$ cat config.mk
export PLATFORM = sky130hd
export DESIGN_NAME = packed_frame_deframer_unit
export DESIGN_NICKNAME = d
export VERILOG_FILES = /design/src/rtl/pfd_pkg.sv /design/src/rtl/packed_frame_deframer_unit.sv /design/src/rtl/pfd_parser.sv /design/src/rtl/pfd_out_queue.sv
export SDC_FILE = /design/constraint.sdc
export NUM_CORES = 1
export LEC_CHECK = 0
export ABC_AREA = 1
export BUFFER_PORTS_ARGS = -buffer_cell sky130_fd_sc_hd__buf_2
export CORE_AREA = 5 5 201 203
export CTS_CLUSTER_DIAMETER = 200
export DETAILED_ROUTE_END_ITERATION = 8
export DIE_AREA = 0 0 206 208
export GPL_TIMING_DRIVEN = 0
export PLACE_DENSITY = 0.47
export SYNTH_ARGS = -nofsm -noshare
export SYNTH_HDL_FRONTEND = slang
export SYNTH_HIERARCHICAL = 1
export SYNTH_SLANG_ARGS = --single-unit
$ cat constraint.sdc
create_clock -name i_clk -period 6.13 [get_ports i_clk]
set_clock_uncertainty 0.1 [all_clocks]
set_input_delay 0.3065 -clock i_clk [delete_from_list [all_inputs] [get_ports i_clk]]
set_output_delay 0.3065 -clock i_clk [all_outputs]
set_load 0.005 [all_outputs]
$ cat src/rtl/pfd_pkg.sv
`timescale 1ns / 1ps
`default_nettype none

package pfd_pkg;

    // reset value of the buffer length register
    localparam logic [15:0] BUFFER_LENGTH_RESET = 16'd2048;

    // default depth of the result queue
    localparam int QUEUE_DEPTH = 4;

    // result word kinds
    localparam logic ITEM_FRAME  = 1'b0;
    localparam logic ITEM_STATUS = 1'b1;

    // end-of-buffer status codes
    localparam logic [1:0] RX_NO_MORE   = 2'd0;
    localparam logic [1:0] RX_MORE      = 2'd1;
    localparam logic [1:0] RX_DROPPED   = 2'd2;
    localparam logic [1:0] RX_RESERVED  = 2'd3;

    // input word
    typedef struct packed {
        logic [7:0] data_byte;
        logic       buffer_last;
    } t_in_word;

    // result word
    typedef struct packed {
        logic       item_kind;
        logic [7:0] frame_byte;
        logic       frame_start;
        logic       frame_end;
        logic       more_in_buffer;
        logic [1:0] rx_status;
        logic       last_result;
    } t_out_word;

    // results produced by one input word, handed to the queue
    typedef struct packed {
        logic [1:0] cnt;
        t_out_word  first;
        t_out_word  second;
    } t_push;

endpackage

`default_nettype wire

$ cat src/rtl/packed_frame_deframer_unit.sv
`timescale 1ns / 1ps
`default_nettype none

// channel   direction  handshake                   word
// input     in         i_in_valid / o_in_stall     i_in_data  (data_byte, buffer_last)
// output    out        o_out_valid / i_out_stall   o_out_data (frame byte or status)
// config    in         psel/penable/pwrite/pready  paddr, pwdata, prdata
//
// one input word per cycle while o_in_stall is low; its results are queued at the edge that accepts it
// the result words are registered in the queue and offered on the output behind any words queued earlier
// a frame byte gives one result word, the last buffer byte one more (status word)
// o_in_stall rises while the result queue has fewer than two free entries
// synchronous active-low reset clears the parser state, the queue and sets buffer length 2048

module packed_frame_deframer_unit #(
    parameter int QUEUE_DEPTH = pfd_pkg::QUEUE_DEPTH
) (
    input  wire logic               i_clk,
    input  wire logic               i_rst_n,
    input  wire logic               i_in_valid,
    output logic                    o_in_stall,
    input  wire pfd_pkg::t_in_word  i_in_data,
    output logic                    o_out_valid,
    input  wire logic               i_out_stall,
    output pfd_pkg::t_out_word      o_out_data,
    input  wire logic               psel,
    input  wire logic               penable,
    input  wire logic               pwrite,
    input  wire logic [2:0]         paddr,
    input  wire logic [31:0]        pwdata,
    output logic [31:0]             prdata,
    output logic                    pready
);

    localparam logic REG_BUFFER_LENGTH = 1'b0;

    logic [15:0]    r_buffer_length;
    logic           in_accept;
    logic           cfg_write;
    pfd_pkg::t_push push;

    // config register
    assign pready    = 1'b1;
    assign cfg_write = psel && penable && pwrite && pready;
    assign prdata    = (paddr[2] == REG_BUFFER_LENGTH) ? {16'd0, r_buffer_length} : 32'd0;

    always_ff @(posedge i_clk) begin
        if (!i_rst_n) begin
            r_buffer_length <= pfd_pkg::BUFFER_LENGTH_RESET;
        end else if (cfg_write && (paddr[2] == REG_BUFFER_LENGTH)) begin
            r_buffer_length <= pwdata[15:0];
        end
    end

    assign in_accept = i_in_valid && !o_in_stall;

    // byte parser
    pfd_parser u_parser (
        .i_clk           (i_clk),
        .i_rst_n         (i_rst_n),
        .i_accept        (in_accept),
        .i_in            (i_in_data),
        .i_buffer_length (r_buffer_length),
        .o_push          (push)
    );

    // result queue
    pfd_out_queue #(
        .DEPTH (QUEUE_DEPTH)
    ) u_queue (
        .i_clk   (i_clk),
        .i_rst_n (i_rst_n),
        .i_push  (push),
        .i_pop   (!i_out_stall),
        .o_head  (o_out_data),
        .o_valid (o_out_valid),
        .o_stall (o_in_stall)
    );

`ifndef SYNTHESIS
    // the last byte of a buffer always leaves a status word behind
    a_last_gives_word: assert property (@(posedge i_clk) disable iff (!i_rst_n)
        (in_accept && i_in_data.buffer_last) |=> o_out_valid)
        else $error("no result word after buffer end");

    // a status word closes the results of its input
    a_status_is_last: assert property (@(posedge i_clk) disable iff (!i_rst_n)
        (o_out_valid && (o_out_data.item_kind == pfd_pkg::ITEM_STATUS))
        |-> o_out_data.last_result)
        else $error("status word without last mark");

    // status code stays in range and frame marks stay clear on status words
    a_status_clean: assert property (@(posedge i_clk) disable iff (!i_rst_n)
        (o_out_valid && (o_out_data.item_kind == pfd_pkg::ITEM_STATUS))
        |-> ((o_out_data.rx_status != pfd_pkg::RX_RESERVED) &&
             !o_out_data.frame_start && !o_out_data.frame_end &&
             !o_out_data.more_in_buffer))
        else $error("malformed status word");
`endif

endmodule

`default_nettype wire

$ cat src/rtl/pfd_parser.sv
`timescale 1ns / 1ps
`default_nettype none

module pfd_parser (
    input  wire logic             i_clk,
    input  wire logic             i_rst_n,
    input  wire logic             i_accept,
    input  wire pfd_pkg::t_in_word i_in,
    input  wire logic [15:0]      i_buffer_length,
    output pfd_pkg::t_push        o_push
);

    // parse phases
    localparam logic [2:0] PH_HEADER = 3'd0;
    localparam logic [2:0] PH_FIRST  = 3'd1;
    localparam logic [2:0] PH_BODY   = 3'd2;
    localparam logic [2:0] PH_CRC    = 3'd3;
    localparam logic [2:0] PH_STOP   = 3'd4;

    localparam logic [15:0] HDR_BYTES = 16'd6;
    localparam logic [15:0] CRC_BYTES = 16'd4;
    localparam logic [15:0] MIN_FRAME = 16'd14;
    localparam logic [31:0] FLAG_MORE = 32'h0000_0010;
    localparam logic [31:0] FLAG_DROP = 32'hFFFF_FFFF;

    logic [2:0]  r_phase, n_phase;
    logic [15:0] r_pos, n_pos;
    logic [47:0] r_shift, n_shift;
    logic [15:0] r_rem, n_rem;
    logic        r_more_seen, n_more_seen;
    logic        r_frame_more, n_frame_more;
    logic        r_drop, n_drop;

    logic [2:0]  ph;
    logic [47:0] sh;
    logic [15:0] hdr_cnt;
    logic [15:0] len;
    logic [31:0] flags;
    logic [16:0] body_start;
    logic [15:0] flen;
    logic [17:0] frame_end_pos;
    logic [17:0] next_hdr_end;
    logic        is_end;
    logic [15:0] crc_left;
    logic        emit_frame;
    pfd_pkg::t_out_word frame_w;
    pfd_pkg::t_out_word status_w;

    // header field extraction and bounds arithmetic
    assign sh            = {r_shift[39:0], i_in.data_byte};
    assign hdr_cnt       = r_rem + 16'd1;
    assign len           = sh[47:32];
    assign flags         = sh[31:0];
    assign body_start    = {1'b0, r_pos} + 17'd1;
    assign flen          = len - CRC_BYTES;
    assign frame_end_pos = {1'b0, body_start} + {2'b00, flen};
    assign next_hdr_end  = {1'b0, body_start} + {2'b00, len} + {2'b00, HDR_BYTES};
    assign is_end        = (r_rem <= 16'd1);
    assign crc_left      = (r_rem != 16'd0) ? (r_rem - 16'd1) : r_rem;

    // next state and results for the word at the input
    always_comb begin
        n_phase      = r_phase;
        n_pos        = r_pos;
        n_shift      = r_shift;
        n_rem        = r_rem;
        n_more_seen  = r_more_seen;
        n_frame_more = r_frame_more;
        n_drop       = r_drop;
        emit_frame   = 1'b0;

        // bytes past the buffer length never belong to a frame
        ph = (r_pos >= i_buffer_length) ? PH_STOP : r_phase;

        unique case (ph)
            PH_HEADER: begin
                n_shift = sh;
                n_rem   = hdr_cnt;
                if (hdr_cnt >= HDR_BYTES) begin
                    if (len == 16'd0) begin
                        n_phase = PH_STOP;
                    end else if (flags == FLAG_DROP) begin
                        n_drop  = 1'b1;
                        n_phase = PH_STOP;
                    end else if (len <= CRC_BYTES) begin
                        n_phase = PH_STOP;
                    end else if (flen < MIN_FRAME) begin
                        n_phase = PH_STOP;
                    end else if (frame_end_pos > {2'b00, i_buffer_length}) begin
                        n_phase = PH_STOP;
                    end else begin
                        n_more_seen  = |(flags & FLAG_MORE);
                        n_frame_more = (|(flags & FLAG_MORE)) &&
                                       (next_hdr_end <= {2'b00, i_buffer_length});
                        n_rem        = flen;
                        n_phase      = PH_FIRST;
                    end
                end else begin
                    n_phase = PH_HEADER;
                end
            end
            PH_FIRST, PH_BODY: begin
                emit_frame = 1'b1;
                if (is_end) begin
                    if (r_more_seen) begin
                        n_phase = PH_CRC;
                        n_rem   = CRC_BYTES;
                    end else begin
                        n_phase = PH_STOP;
                    end
                end else begin
                    n_rem   = r_rem - 16'd1;
                    n_phase = PH_BODY;
                end
            end
            PH_CRC: begin
                n_rem = crc_left;
                if (crc_left == 16'd0) begin
                    n_phase = PH_HEADER;
                    n_shift = 48'd0;
                end else begin
                    n_phase = PH_CRC;
                end
            end
            default: begin
                n_phase = PH_STOP;
            end
        endcase

        // saturating byte offset
        if (r_pos != 16'hFFFF) begin
            n_pos = r_pos + 16'd1;
        end

        // frame byte word
        frame_w.item_kind      = pfd_pkg::ITEM_FRAME;
        frame_w.frame_byte     = i_in.data_byte;
        frame_w.frame_start    = (ph == PH_FIRST);
        frame_w.frame_end      = is_end;
        frame_w.more_in_buffer = r_frame_more;
        frame_w.rx_status      = pfd_pkg::RX_NO_MORE;
        frame_w.last_result    = !i_in.buffer_last;

        // end-of-buffer status word, from this byte's updated flags
        status_w.item_kind      = pfd_pkg::ITEM_STATUS;
        status_w.frame_byte     = 8'd0;
        status_w.frame_start    = 1'b0;
        status_w.frame_end      = 1'b0;
        status_w.more_in_buffer = 1'b0;
        status_w.rx_status      = n_drop ? pfd_pkg::RX_DROPPED :
                                  (n_more_seen ? pfd_pkg::RX_MORE : pfd_pkg::RX_NO_MORE);
        status_w.last_result    = 1'b1;

        // buffer end returns everything to reset
        if (i_in.buffer_last) begin
            n_phase      = PH_HEADER;
            n_pos        = 16'd0;
            n_shift      = 48'd0;
            n_rem        = 16'd0;
            n_more_seen  = 1'b0;
            n_frame_more = 1'b0;
            n_drop       = 1'b0;
        end

        // results toward the queue
        if (emit_frame) begin
            o_push.first  = frame_w;
            o_push.second = status_w;
            o_push.cnt    = i_in.buffer_last ? 2'd2 : 2'd1;
        end else begin
            o_push.first  = status_w;
            o_push.second = status_w;
            o_push.cnt    = i_in.buffer_last ? 2'd1 : 2'd0;
        end
        if (!i_accept) begin
            o_push.cnt = 2'd0;
        end
    end

    // parser state
    always_ff @(posedge i_clk) begin
        if (!i_rst_n) begin
            r_phase      <= PH_HEADER;
            r_pos        <= 16'd0;
            r_shift      <= 48'd0;
            r_rem        <= 16'd0;
            r_more_seen  <= 1'b0;
            r_frame_more <= 1'b0;
            r_drop       <= 1'b0;
        end else if (i_accept) begin
            r_phase      <= n_phase;
            r_pos        <= n_pos;
            r_shift      <= n_shift;
            r_rem        <= n_rem;
            r_more_seen  <= n_more_seen;
            r_frame_more <= n_frame_more;
            r_drop       <= n_drop;
        end
    end

endmodule

`default_nettype wire

$ cat src/rtl/pfd_out_queue.sv
`timescale 1ns / 1ps
`default_nettype none

module pfd_out_queue #(
    parameter int DEPTH = pfd_pkg::QUEUE_DEPTH
) (
    input  wire logic           i_clk,
    input  wire logic           i_rst_n,
    input  wire pfd_pkg::t_push i_push,
    input  wire logic           i_pop,
    output pfd_pkg::t_out_word  o_head,
    output logic                o_valid,
    output logic                o_stall
);

    localparam int PTR_W = (DEPTH > 1) ? $clog2(DEPTH) : 1;
    localparam int CNT_W = $clog2(DEPTH + 1);

    pfd_pkg::t_out_word r_mem [DEPTH];
    logic [PTR_W-1:0]   r_wr_ptr, n_wr_ptr;
    logic [PTR_W-1:0]   r_rd_ptr, n_rd_ptr;
    logic [CNT_W-1:0]   r_count, n_count;
    logic [PTR_W-1:0]   wr_ptr_1;
    logic               pop;

    // wrap a pointer at the queue depth
    function automatic logic [PTR_W-1:0] ptr_inc(input logic [PTR_W-1:0] p);
        logic [PTR_W-1:0] r;
        if (p == PTR_W'(DEPTH - 1)) begin
            r = '0;
        end else begin
            r = p + PTR_W'(1);
        end
        return r;
    endfunction

    assign wr_ptr_1 = ptr_inc(r_wr_ptr);
    assign pop      = i_pop && (r_count != '0);
    assign o_valid  = (r_count != '0);
    assign o_head   = r_mem[r_rd_ptr];
    // room is kept for the two words one input can cause
    assign o_stall  = (r_count > CNT_W'(DEPTH - 2));

    // pointer and fill arithmetic
    always_comb begin
        n_wr_ptr = r_wr_ptr;
        if (i_push.cnt == 2'd1) begin
            n_wr_ptr = wr_ptr_1;
        end else if (i_push.cnt == 2'd2) begin
            n_wr_ptr = ptr_inc(wr_ptr_1);
        end
        n_rd_ptr = pop ? ptr_inc(r_rd_ptr) : r_rd_ptr;
        n_count  = r_count + CNT_W'(i_push.cnt) - CNT_W'(pop);
    end

    // control registers
    always_ff @(posedge i_clk) begin
        if (!i_rst_n) begin
            r_wr_ptr <= '0;
            r_rd_ptr <= '0;
            r_count  <= '0;
        end else begin
            r_wr_ptr <= n_wr_ptr;
            r_rd_ptr <= n_rd_ptr;
            r_count  <= n_count;
        end
    end

    // word storage
    always_ff @(posedge i_clk) begin
        if (i_push.cnt != 2'd0) begin
            r_mem[r_wr_ptr] <= i_push.first;
        end
        if (i_push.cnt == 2'd2) begin
            r_mem[wr_ptr_1] <= i_push.second;
        end
    end

endmodule

`default_nettype wire

==> qor.yml <==
syn_to_final_growth_pct: 13.6
yosysMostFrequentCell: "nand2_1"
hp-start: "pwdata[6]"
path_max_fanout: 10
grt_pass1_vias: 11374
holdWs_ps: 77.0
regToRegEndpoint: "u_queue/r_mem[2][1]$_DFFE_PP_"
report.final.slew_viol_count: 0
pwr_density_cell_nw_per_um2: 259
clockBufferDepth: 2
die_area_um2: 42800
slowest_stage: "xor2_1"
relSlewSlack_pct: 36.3
die_w_um: 206
synthTopCellsByArea: "dfxtp_1, edfxtp_1, ha_1"
dr.first_iter.drc_count: 888
p_leak_nw: 6.79
ys_warn_count: 6
place_congestion: 0.862
grt_max_degree: 17
max_stage_delay_ps: 450
whs_path_depth: 5
cts_resized: 0
yosys-top-cells-count: "nand2_1, nor2_1, inv_1, ha_1, a21oi_1"
dr.pass1.iters: 5
place_ws_ps: 649
reg2reg_slack_ps: 580
synth-main-ff-cell: "dfxtp_1"
wirelength_um: 40700
synth_top_area_share_pct: 15.7
dr_total_vias: 12195
critPathLaunchType: "register"
max-vdd-ir-drop_v: 0.000191
crit_buf_inv: 2
synthArstFlopShare_pct: 0
die_h_um: 208
clockRootBuffer: "clkbuf_16"
endpoint_kind: "register"
grt_pass1_wl_um: 63700
path_delay_family: "simple AND/OR/NAND/NOR gates"
place_hpwl_um: 32100
clock_latency_ps: 450
synthCells: 1868
setup_viol: 0
core_area_um2: 38300
viasPerCell: 4.85
path_clk_slew_ps: 70
clock-sinks: 163
worstPathRequired_ps: 6320
rr_worst_depth: 27
arrival_ps: 5750
ys_types: 54
timing.setup.tns_ps: 0
remaining_drc_errors: 0
grt_overflow_total: 0
syn_avg_cell_area_um2: 7.05
num_antenna_cells: 0
rsz0062_at_grt: "no"
antenna_found_initial: 0
drive_gt1_share_pct: 14.6
syn_area_um2: 13200
min_period_ps: 5550
crit_type: "register to register"
port_buffers: 64
outcome: "complete, no violations"
holdCritPathClass: "input pin to register"
numCtsBuffers: 17
start_util_pct: 34.4
ys_seq_elements: 163
hold_viol: 0
boundaryPins: 101
synth_largest_area_cell: "dfxtp_1"
maxCapViolations: 0
max_slew.worst_pin.slew_ps: 956
fin_ws_ps: 577
nets: 2150
r2r_start: "u_parser/r_shift[26]$_SDFFE_PN0P_"
rows: 72
ant_nets: 0
yosysSeqAreaShare_pct: 29.3
grt_usage_pct: 18.8
finalCritPeriodShare_pct: 90.6
cpMostUsedCell: "nand2_1"
synth_edf_count: 60
min_to: "r_buffer_length[6]$_SDFFE_PN0P_"
htree_levels: 4
cts_tree: "done"
fmaxAchievable_mhz: 180
wire_per_inst_um: 16.2
[worst reg2reg max path, stage by stage, from the launching register on]
cell and delay [ps]:
dfxtp_1 370, inv_1 290, ha_1 250, nand2_1 130, inv_1 120, nand4_1 190, xor2_1 450, ha_1 370
nand2_1 110, nor2_1 60, a211oi_1 250, nand2_1 140, nand3_1 80, nand2_1 60, xor2_1 150, ha_1 300
nand2_1 100, nor4_1 300, nand3_1 160, nand2_1 120, nand2_1 130, nor2_8 220, nand2_2 140, o21bai_2 150
nand2_1 90, nor3_1 360, nand2_1 100, o21ai_1 100
[placed cells by master, fill, tap and decap left out, types with 12 or more instances in the layout]
| cell | instances |
|---|---|
| nand2_1 | 381 |
| nor2_1 | 223 |
| inv_1 | 218 |
| ha_1 | 115 |
| a21oi_1 | 114 |
| nand3_1 | 108 |
| dfxtp_1 | 103 |
| buf_2 | 98 |
| o21ai_1 | 71 |
| o21ai_0 | 65 |
| edfxtp_1 | 60 |
| xor2_1 | 57 |
| nand4_1 | 41 |
| buf_4 | 34 |
| conb_1 | 30 |
| nor2_2 | 29 |
| clkbuf_16 | 19 |
| nor3_1 | 19 |
| clkbuf_1 | 18 |
| nand3_2 | 16 |
| xnor2_1 | 15 |
| o22ai_1 | 15 |
| inv_2 | 12 |
[state kept, by name, indices dropped and copies added (netlist names), named ones only]
register and flops:
r_buffer_length 16, u_parser/r_drop 1, u_parser/r_frame_more 1, u_parser/r_more_seen 1, u_parser/r_phase 3, u_parser/r_pos 16, u_parser/r_rem 16, u_parser/r_shift 40
u_queue/r_count 3, u_queue/r_mem 60, u_queue/r_rd_ptr 2, u_queue/r_wr_ptr 2
[through the flow]
stage | area (um^2) | cells | power [mW] | utilization, %
after floorplan | 13300 | 1894 | 2.27 | -
after global placement | 14200 | 2476 | 2.68 | 37.2
after detailed placement | 14300 | 2479 | 2.69 | 37.4
after CTS | 15000 | 2512 | 3.92 | 39.1
after global routing | 15000 | 2512 | 4.15 | 39.1
final | 15000 | 2512 | 3.88 | 39.1
[routing by layer]
metal	track usage (%)	wire [um]	vias to the layer above
li1	-	-	6317
met1	25.9	19000	5563
met2	31.5	19500	285
met3	2.52	1670	30
met4	3.99	529	0
met5	0	0	-
[logic make-up (layout without fill, tap and decap cells)]
family | Yosys count | after routing | synth area share [%]
adder cells (fa/ha/maj) | 118 | 118 | 11.4
XOR/XNOR | 72 | 72 | 4.79
AND/OR/NAND/NOR | 855 | 855 | 29.1
AO/OA/AOI/OAI | 322 | 322 | 13.6
flip-flops | 163 | 163 | 29.3
buffers and inverters | 334 | 434 | 11.7
other | 4 | 30 | 0.114
[power by group]
| group | total [mW] | switching (mW) | leakage [nW] | internal (mW) |
|---|---|---|---|---|
| sequential | 1.27 | 0.0782 | 1.38 | 1.19 |
| combinational | 1.40 | 0.897 | 5.09 | 0.504 |
| clock | 1.21 | 0.504 | 0.326 | 0.704 |
[worst max path at each step]
stage | depth (start not counted) | startpoint | end
final | 27 | u_parser/r_shift[26]$_SDFFE_PN0P_ | u_queue/r_mem[2][1]$_DFFE_PP_
after global routing | 27 | u_parser/r_shift[26]$_SDFFE_PN0P_ | u_queue/r_mem[0][1]$_DFFE_PP_
after CTS | 27 | u_parser/r_shift[26]$_SDFFE_PN0P_ | u_queue/r_mem[2][1]$_DFFE_PP_
after detailed placement | 27 | u_parser/r_shift[26]$_SDFFE_PN0P_ | u_queue/r_mem[2][1]$_DFFE_PP_
after global placement | 17 | r_buffer_length[1]$_SDFFE_PN0P_ | u_queue/r_mem[0][0]$_DFFE_PP_
after floorplan | 27 | u_parser/r_shift[26]$_SDFFE_PN0P_ | u_queue/r_mem[0][1]$_DFFE_PP_
[final cells by class]
class	count	area, um^2
buffer	101	666
inverter	233	876
clock inverter	13	183
tap	518	648
sequential	163	3860
multi-input combinational	1397	7880
timing repair buffer	68	375
clock buffer	19	475
fill	4094	23300
[timing repair]
action / 4_1_cts / 5_1_grt
hold buffers: 1 / 0
endpoints found under the hold margin: 1 / 0
setup buffers: 0 / 0
setup endpoints to repair: 0 / 0
(Power assumes the default switching activity.)
